File: src/hw/rtl/tlpd_pkg.sv
`timescale 1ns / 1ps
// ----------------------------------------------------------------------------
// tlpd_pkg: shared types and constants of the length-table packet deframer
// Opcodes, table entry layout, table write request and result word layout.
// ----------------------------------------------------------------------------
package tlpd_pkg;

	localparam int ID_W  = 16;
	localparam int LEN_W = 16;

	// Kind of input word, carried on s_tuser
	localparam logic OP_BYTE  = 1'b0;
	localparam logic OP_WRITE = 1'b1;

	localparam logic [LEN_W-1:0] MIN_FIXED_LEN = 16'd2;
	localparam logic [LEN_W-1:0] MIN_VAR_LEN   = 16'd4;

	// Packet positions with their own meaning
	localparam logic [LEN_W-1:0] POS_ID_LO  = 16'd0;
	localparam logic [LEN_W-1:0] POS_ID_HI  = 16'd1;
	localparam logic [LEN_W-1:0] POS_LEN_LO = 16'd2;
	localparam logic [LEN_W-1:0] POS_LEN_HI = 16'd3;

	// Bit 16 = variable, bits 15..0 = fixed length; all zero means unknown id
	typedef struct packed {
		logic             variable;
		logic [LEN_W-1:0] length;
	} entry_t;

	typedef struct packed {
		logic            en;
		logic [ID_W-1:0] addr;
		entry_t          data;
	} tbl_wr_t;

	typedef struct packed {
		logic            length_error;
		logic [ID_W-1:0] packet_id;
		logic            packet_last;
		logic            packet_first;
		logic [7:0]      out_byte;
	} result_t;

endpackage

File: src/hw/rtl/tlpd_track.sv
`timescale 1ns / 1ps
// ----------------------------------------------------------------------------
// tlpd_track: packet position tracker
// Holds the per-packet state and marks each byte with first, last, id and
// length error.
// ----------------------------------------------------------------------------
module tlpd_track (
	input  logic               clk,
	input  logic               arst_n,
	input  logic               adv,
	input  logic [7:0]         byte_in,
	input  tlpd_pkg::entry_t   entry,
	output tlpd_pkg::result_t  res
);
	import tlpd_pkg::*;

	logic [LEN_W-1:0] pos_q, pos_d;
	logic [LEN_W-1:0] exp_len_q, exp_len_d;
	logic [7:0]       id_lo_q, id_lo_d;
	logic [ID_W-1:0]  cur_id_q, cur_id_d;
	logic             is_var_q, is_var_d;
	logic [7:0]       len_lo_q, len_lo_d;
	logic             err_q, err_d;
	logic [LEN_W-1:0] len;
	logic             first, last;
	logic [ID_W-1:0]  id;

	always_comb begin
		pos_d     = pos_q;
		exp_len_d = exp_len_q;
		id_lo_d   = id_lo_q;
		cur_id_d  = cur_id_q;
		is_var_d  = is_var_q;
		len_lo_d  = len_lo_q;
		err_d     = err_q;
		len       = exp_len_q;
		first     = 1'b0;
		last      = 1'b0;
		id        = '0;

		if (pos_q == POS_ID_LO) begin
			first   = 1'b1;
			id_lo_d = byte_in;
			err_d   = 1'b0;
			pos_d   = POS_ID_HI;
		end else if (pos_q == POS_ID_HI) begin
			cur_id_d = {byte_in, id_lo_q};
			id       = cur_id_d;
			if (entry.variable) begin
				is_var_d  = 1'b1;
				exp_len_d = '0;
				pos_d     = POS_LEN_LO;
			end else begin
				is_var_d = 1'b0;
				len      = entry.length;
				if (len == '0) begin
					len = MIN_FIXED_LEN;
				end else if (len < MIN_FIXED_LEN) begin
					len   = MIN_FIXED_LEN;
					err_d = 1'b1;
				end
				exp_len_d = len;
				if (len == MIN_FIXED_LEN) begin
					last = 1'b1;
				end else begin
					pos_d = POS_LEN_LO;
				end
			end
		end else begin
			id = cur_id_q;
			if (is_var_q && pos_q == POS_LEN_LO) begin
				len_lo_d = byte_in;
				pos_d    = POS_LEN_HI;
			end else begin
				if (is_var_q && pos_q == POS_LEN_HI) begin
					len = {byte_in, len_lo_q};
					if (len < MIN_VAR_LEN) begin
						len   = MIN_VAR_LEN;
						err_d = 1'b1;
					end
					exp_len_d = len;
				end
				if ({1'b0, pos_q} + 17'd1 >= {1'b0, len}) begin
					last = 1'b1;
				end else begin
					pos_d = pos_q + 1'b1;
				end
			end
		end

		res.out_byte     = byte_in;
		res.packet_first = first;
		res.packet_last  = last;
		res.packet_id    = id;
		res.length_error = err_d;

		// close the packet
		if (last) begin
			pos_d     = POS_ID_LO;
			exp_len_d = '0;
			is_var_d  = 1'b0;
			err_d     = 1'b0;
		end
	end

	always_ff @(posedge clk or negedge arst_n) begin
		if (!arst_n) begin
			pos_q     <= '0;
			exp_len_q <= '0;
			id_lo_q   <= '0;
			cur_id_q  <= '0;
			is_var_q  <= 1'b0;
			len_lo_q  <= '0;
			err_q     <= 1'b0;
		end else if (adv) begin
			pos_q     <= pos_d;
			exp_len_q <= exp_len_d;
			id_lo_q   <= id_lo_d;
			cur_id_q  <= cur_id_d;
			is_var_q  <= is_var_d;
			len_lo_q  <= len_lo_d;
			err_q     <= err_d;
		end
	end

endmodule

File: config.mk
export PLATFORM = sky130hd
export DESIGN_NAME = tlpd_track
export DESIGN_NICKNAME = d
export VERILOG_FILES = /design/src/hw/rtl/tlpd_pkg.sv /design/src/hw/rtl/tlpd_track.sv
export SDC_FILE = /design/constraint.sdc
export NUM_CORES = 1
export LEC_CHECK = 0
export BUFFER_PORTS_ARGS = -buffer_cell sky130_fd_sc_hd__buf_2
export CAP_MARGIN = 10
export CORE_MARGIN = 1
export CORE_UTILIZATION = 63
export CTS_CLUSTER_SIZE = 24
export DETAILED_ROUTE_END_ITERATION = 8
export PLACE_DENSITY_LB_ADDON = 0.25
export SLEW_MARGIN = 10
export SYNTH_ARGS = -nofsm -noshare
export SYNTH_HDL_FRONTEND = slang
export SYNTH_SLANG_ARGS = --single-unit
File: constraint.sdc
create_clock -name clk -period 8.6 [get_ports clk]
set_input_delay 1.29 -clock clk [delete_from_list [all_inputs] [get_ports clk]]
set_output_delay 1.29 -clock clk [all_outputs]
set_load 0.05 [all_outputs]
After elaboration in Yosys (flattened, before gate mapping). Index checks and enable logic that the tools add are counted. Widths: inputs -> output; s select.

Multiplexer cells: 43. $lt $le $gt $ge: 3. Equality and inequality tests: 8. Reductions and logical operators: 11. Bitwise gates (word level): 2. Add/subtract/negate cells: 2.

Operator list (number): $mux 16 (23); $eq 16x2->1 const B (3); $logic_not 16->1 (2); $mux 1 (20); $add 16x1->17 const B (1); $ge 17x16->1 (1); $add 16x1->16 const B (1); $eq 16x1->1 const B (1); $lt 16x2->1 const B (1); $lt 16x3->1 const B (1); $ne 5x5->1 const B (2); $reduce_and 3->1 (3); $reduce_and 2->1 (2); $reduce_and 4->1 (1); $ne 3x3->1 const B (1); $logic_and 1x1->1 (2); $ne 2x2->1 const B (1); $not 1->1 (2); $reduce_bool 2->1 (1).

Register bits: 66. Bits of input ports: 28. Word-level logic and storage cells: 76. Output and inout port bits: 27.

Depth between registers and ports, before layout.
Depth in word-level cells: 13. Gate-level depth with buffers: 15. Gate-level depth less buffers: 13.

Least setup slack after synthesis. Ideal clock, no wire load.

Path kind: input-to-output. Start: in byte_in[1]. End: out res[9] in the netlist's numbering. Data required time: 7.310 ns. Buffers on the path: 1. Arrival: 3.420 ns. Cell stages on the path: 13. Setup slack: 3.890 ns. Path through: nor4_1 and4_1 nor2_1 inv_1 o22ai_1 ha_1 a211oi_1 o22ai_1 o211ai_1 a31oi_2 a21oi_2 nor2_1 buf_4.

Cells in the longest elaborated chain, start to end: 11.

RTL lines: start: declaration (RTL line tlpd_track.sv:11) `input logic [7:0] byte_in,`; $lt 16x3->1 (RTL line tlpd_track.sv:77) `if (len < MIN_VAR_LEN) begin`; $mux 16 * (RTL line tlpd_track.sv:77); $mux 16 *; $mux 16 * (RTL line tlpd_track.sv:71) `if (is_var_q && pos_q == POS_LEN_LO) begin`; $mux 16 * (RTL line tlpd_track.sv:46) `end else if (pos_q == POS_ID_HI) begin`; $mux 16 * (RTL line tlpd_track.sv:41) `if (pos_q == POS_ID_LO) begin`; $ge 17x16->1 * (RTL line tlpd_track.sv:83) `if ({1'b0, pos_q} + 17'd1 >= {1'b0, len}) begin`; $mux 1 * (RTL line tlpd_track.sv:83); $mux 1 * (RTL line tlpd_track.sv:71); $mux 1 * (RTL line tlpd_track.sv:46); $mux 1 * (RTL line tlpd_track.sv:41); end: declaration (RTL line tlpd_track.sv:13) `output tlpd_pkg::result_t res`.

Mark *: on every way between the ends. The rest lies on a longest branch, timed or not. The select of a mux whose other input is x is not followed.

==> results.md <==
- The flow ran to the end, and the final reports show no timing, DRC or antenna violations.
- The area growth from synthesis to layout is 9.677%.
- The final route contains approximately 3500 vias.
- The commonest cells after synthesis are 67 x nand2_1, 66 x dfrtp_1, 32 x mux2_2.
- Ranked by total cell area, the synthesized netlist is headed by dfrtp_1 40%, mux2_2 8.8%, nand2_1 6.1%, ha_1 6.1%, mux2i_1 3.2%.
- The die boundary width is slightly above 80 um.
- The initial utilization of the core area, before any placement, comes to roughly two thirds.
- In this run the post-CTS setup repair buffer count came out at 0.
- Setup violations remaining at the end of the flow were counted as 0.
- The setup path with the least slack is of type flop to primary output.
- The yosys synthesis warning count is 0.
- The count of standard-cell rows is 29.
- Using the TritonRoute via totals, the vias-per-cell ratio works out to 6.319.
- Setup repair after global routing left no endpoint under its margin.
- The number of nets in the synthesized netlist is approximately 480.
- The number of hold violations in the final report is 0.
- The number of max-slew violations in the final report is 0.
- The global-route wire length before repair is between 15000 and 20000 um.
- The number of sinks driven by the clock tree is 66.
- The count of pins on the block boundary is 55.
- The worst hold margin is approximately 0.5 ns.
- The sum of negative setup slack is 0 ns.
- The arrival time at the worst endpoint is around 4 ns.
- The number of antenna violations at the first check in global routing is 0.
- The met3 wirelength from detailed routing is approximately 550 um.
- The final antenna-violating net count is 0.
- The detailed-routing iteration count for the pre-antenna-repair pass is 5.
- For this run, asynchronously set or reset flops after synthesis account for 100.0%.
- In this run the worst hold path is classified as flop to flop.
- The clock reaches the later pin of the worst-skew pair after between 0.3 and 0.4 ns.
- In this run the biggest area consumer among cell types represents roughly two fifths of the synthesized area.
- The number of maximum-capacitance constraint violations is 0.
- The final critical delay including setup and external delays is 5.268 ns.
- Each instance of the synthesized netlist takes up on average 9.495 um^2.
- VDD sags by at most 0.3771 mV.
- Synthesis produced a netlist whose cell count is around 430.
- On the final layout, the worst clock skew is approximately 0.013 ns.
- The ratio of final minimum period to clock period is 61.25%.
- The die is 82.79 um tall.
- The core area is 6314 um^2.
- For this block, the routed nets add up to around 10000 um of wire.
- The startpoint kind of the worst setup timing path is a flop.
- The total length of routed met2 wires is about 5000 um.
- The slew at the pin with the worst max-slew slack is 0.8950 ns.
- After clock tree synthesis, the clock-pin slew on the worst setup and hold paths is 0.08 ns.
- The CTS buffer count is 9.
- The buffer depth of the longest clock path is 2.
- The highest routing layer actually used is met4.
- The number of antenna diodes in the final layout is 0.
- Based on the critical path, the design can be clocked at up to roughly 190 MHz.
- The count of flip-flops with a built-in enable after synthesis is 0.
- After detailed routing, the number of remaining DRC violations is 0.
- Dividing total power by cell area gives a power density of approximately 380 nW/um^2.
- The total congestion overflow after global routing is 0.
- Post-CTS repair changed the size of 0 cells.
- The reported leakage power is roughly 0.0022 uW.
- The library cell with the largest summed area after synthesis is dfrtp_1.
- The pin count of the biggest net entering global routing is 67.
- The total power of the final layout is 1723 uW.
- The synthesized netlist contains between 50 and 60 unique library cells.
- The total standard cell area after synthesis is ~4100 um^2.
- The global-route usage over all layers is between 30% and 40%.
- The cell sitting at the root of the clock tree is a clkbuf_8.
- The final weighted congestion in routability-driven placement is slightly below 0.9.
- The largest fanout on the critical path is 16.
- TritonCTS built the clock tree.
- After detailed routing, the average wire length per cell comes to 18.15 um.
- The die outline area is 6853 um^2.
- The number of levels the H-tree was split into is 3.
- The number of global-route vias before repair came to between 3000 and 4000.
- The sum of net half-perimeters after detailed placement is about 7000 um.
- The number of hold-repair buffers added at the cts stage is 0.
- Among all flip-flop cells after synthesis, the most frequent one is dfrtp_1.
- The count of port buffers added during placement is between 50 and 60.
- STA classifies the critical path endpoint as a primary output.
- For this block, the initial DRC count from the detailed router was between 150 and 200.
- For the worst setup path, the data required time is between 7 and 8 ns.
- Of the cells placed in the final design, the portion with a size suffix greater than 1 is between 20 and 25%.
- nand2_1 is the most common cell in the netlist.
- The relative slew slack is between 40% and 50%.
- The portion of the post-synthesis area used by sequential elements is 40.17%.
- The synthesized flop and latch total is 66.
- The detailed-route wire length on metal 1 is around 4100 um.
- The net total in the final layout is roughly 500.
## flip-flops by register name (all words and copies together), names as in the netlist
signal and flops:
err_q 1, len_lo_q 8, cur_id_q 16, exp_len_q 16, is_var_q 1, pos_q 16, id_lo_q 8
## critical path: stages (launching register included)
cell and delay [ns]:
dfrtp_1 0.51, ha_1 0.34, nor4bb_1 0.24, nand4_1 0.13
buf_4 0.26, mux2i_1 0.26, ha_1 0.29, a211oi_1 0.35
o22ai_1 0.14, o211ai_1 0.37, a31oi_2 0.18, a21oi_2 0.24
nor2_1 0.07, buf_2 0.22
## kinds of logic after synthesis
logic type / count (synthesis) / share of synthesized area [%]
and+or+nand+nor: 151 / 18.53
DFF: 66 / 40.17
buffers and inverters: 52 / 6.208
AOI/OAI and AO/OA: 85 / 14.09
xor gates and xnor gates: 14 / 2.982
muxes: 45 / 11.93
adders and majority gates: 20 / 6.086
## worst paths after layout
path	start	to	slack, ns	cells after the start
worst max-delay path	pos_q[0]	res[9]	3.33	13
worst min-delay path	exp_len_q[4]	exp_len_q[4]	0.50	2
worst max register to register	pos_q[0]	pos_q[5]	4.70	12
worst min register to register	exp_len_q[4]	exp_len_q[4]	0.50	2
max in group asynchronous	arst_n	cur_id_q[11]	6.93	2
min in group asynchronous	arst_n	pos_q[1]	1.12	2
## layer usage
layer  global-route usage [%]  up-vias
met5                        0        -
met4                    13.62        0
met3                    7.650       23
met2                    51.31      130
met1                    39.32     1712
li1                         -     1604
## metrics by stage
step           std cells  util, %  worst slack, ns  instance area [um^2]
2_1_floorplan        433        -            3.890                  4111
3_3_place_gp         533    68.25            3.485                  4309
3_5_place_dp         533    68.25            3.461                  4309
4_1_cts              549    71.42            3.387                  4509
5_1_grt              549    71.42            2.930                  4509
6_report             549    71.42            3.332                  4509
## cells in the final DEF (no fill, tap or decap), types with 3 or more instances in the layout
cell type | Yosys | routed
a211o_1 | 4 | 4
a21o_1 | 5 | 5
a21oi_1 | 20 | 20
and2_1 | 6 | 6
buf_2 | 12 | 54
clkbuf_8 | 0 | 9
dfrtp_1 | 66 | 66
ha_1 | 20 | 20
inv_1 | 18 | 18
inv_6 | 0 | 3
mux2_2 | 32 | 32
mux2i_1 | 13 | 13
nand2_1 | 67 | 67
nand2b_1 | 9 | 9
nand3_1 | 7 | 7
nand4_1 | 6 | 6
nor2_1 | 22 | 22
nor2b_1 | 4 | 4
nor3_1 | 5 | 5
nor4_1 | 10 | 10
o21a_1 | 4 | 4
o21ai_0 | 13 | 13
o21ai_1 | 5 | 5
o221ai_1 | 11 | 11
o22ai_1 | 4 | 4
xnor2_1 | 12 | 12
## layout make-up
| type | instances | area [um^2] |
|---|---|---|
| multi-input cells | 315 | 2205 |
| fillers | 483 | 1804 |
| flip-flops and latches | 66 | 1652 |
| repair buffers | 56 | 285.3 |
| clock buffers | 9 | 123.9 |
| well taps | 77 | 96.34 |
| clock inverters | 7 | 76.32 |
| inverters | 19 | 71.32 |
## where the power goes
part | switching, uW | total, uW | internal, uW | leakage (uW)
Sequential | 83.0 | 504 | 421 | 0.000847
Combinational | 635 | 947 | 312 | 0.00123
Clock | 135 | 272 | 136 | 0.0000966
Total | 853 | 1720 | 869 | 0.00217
Note: power is estimated with default switching activity, not from simulation.
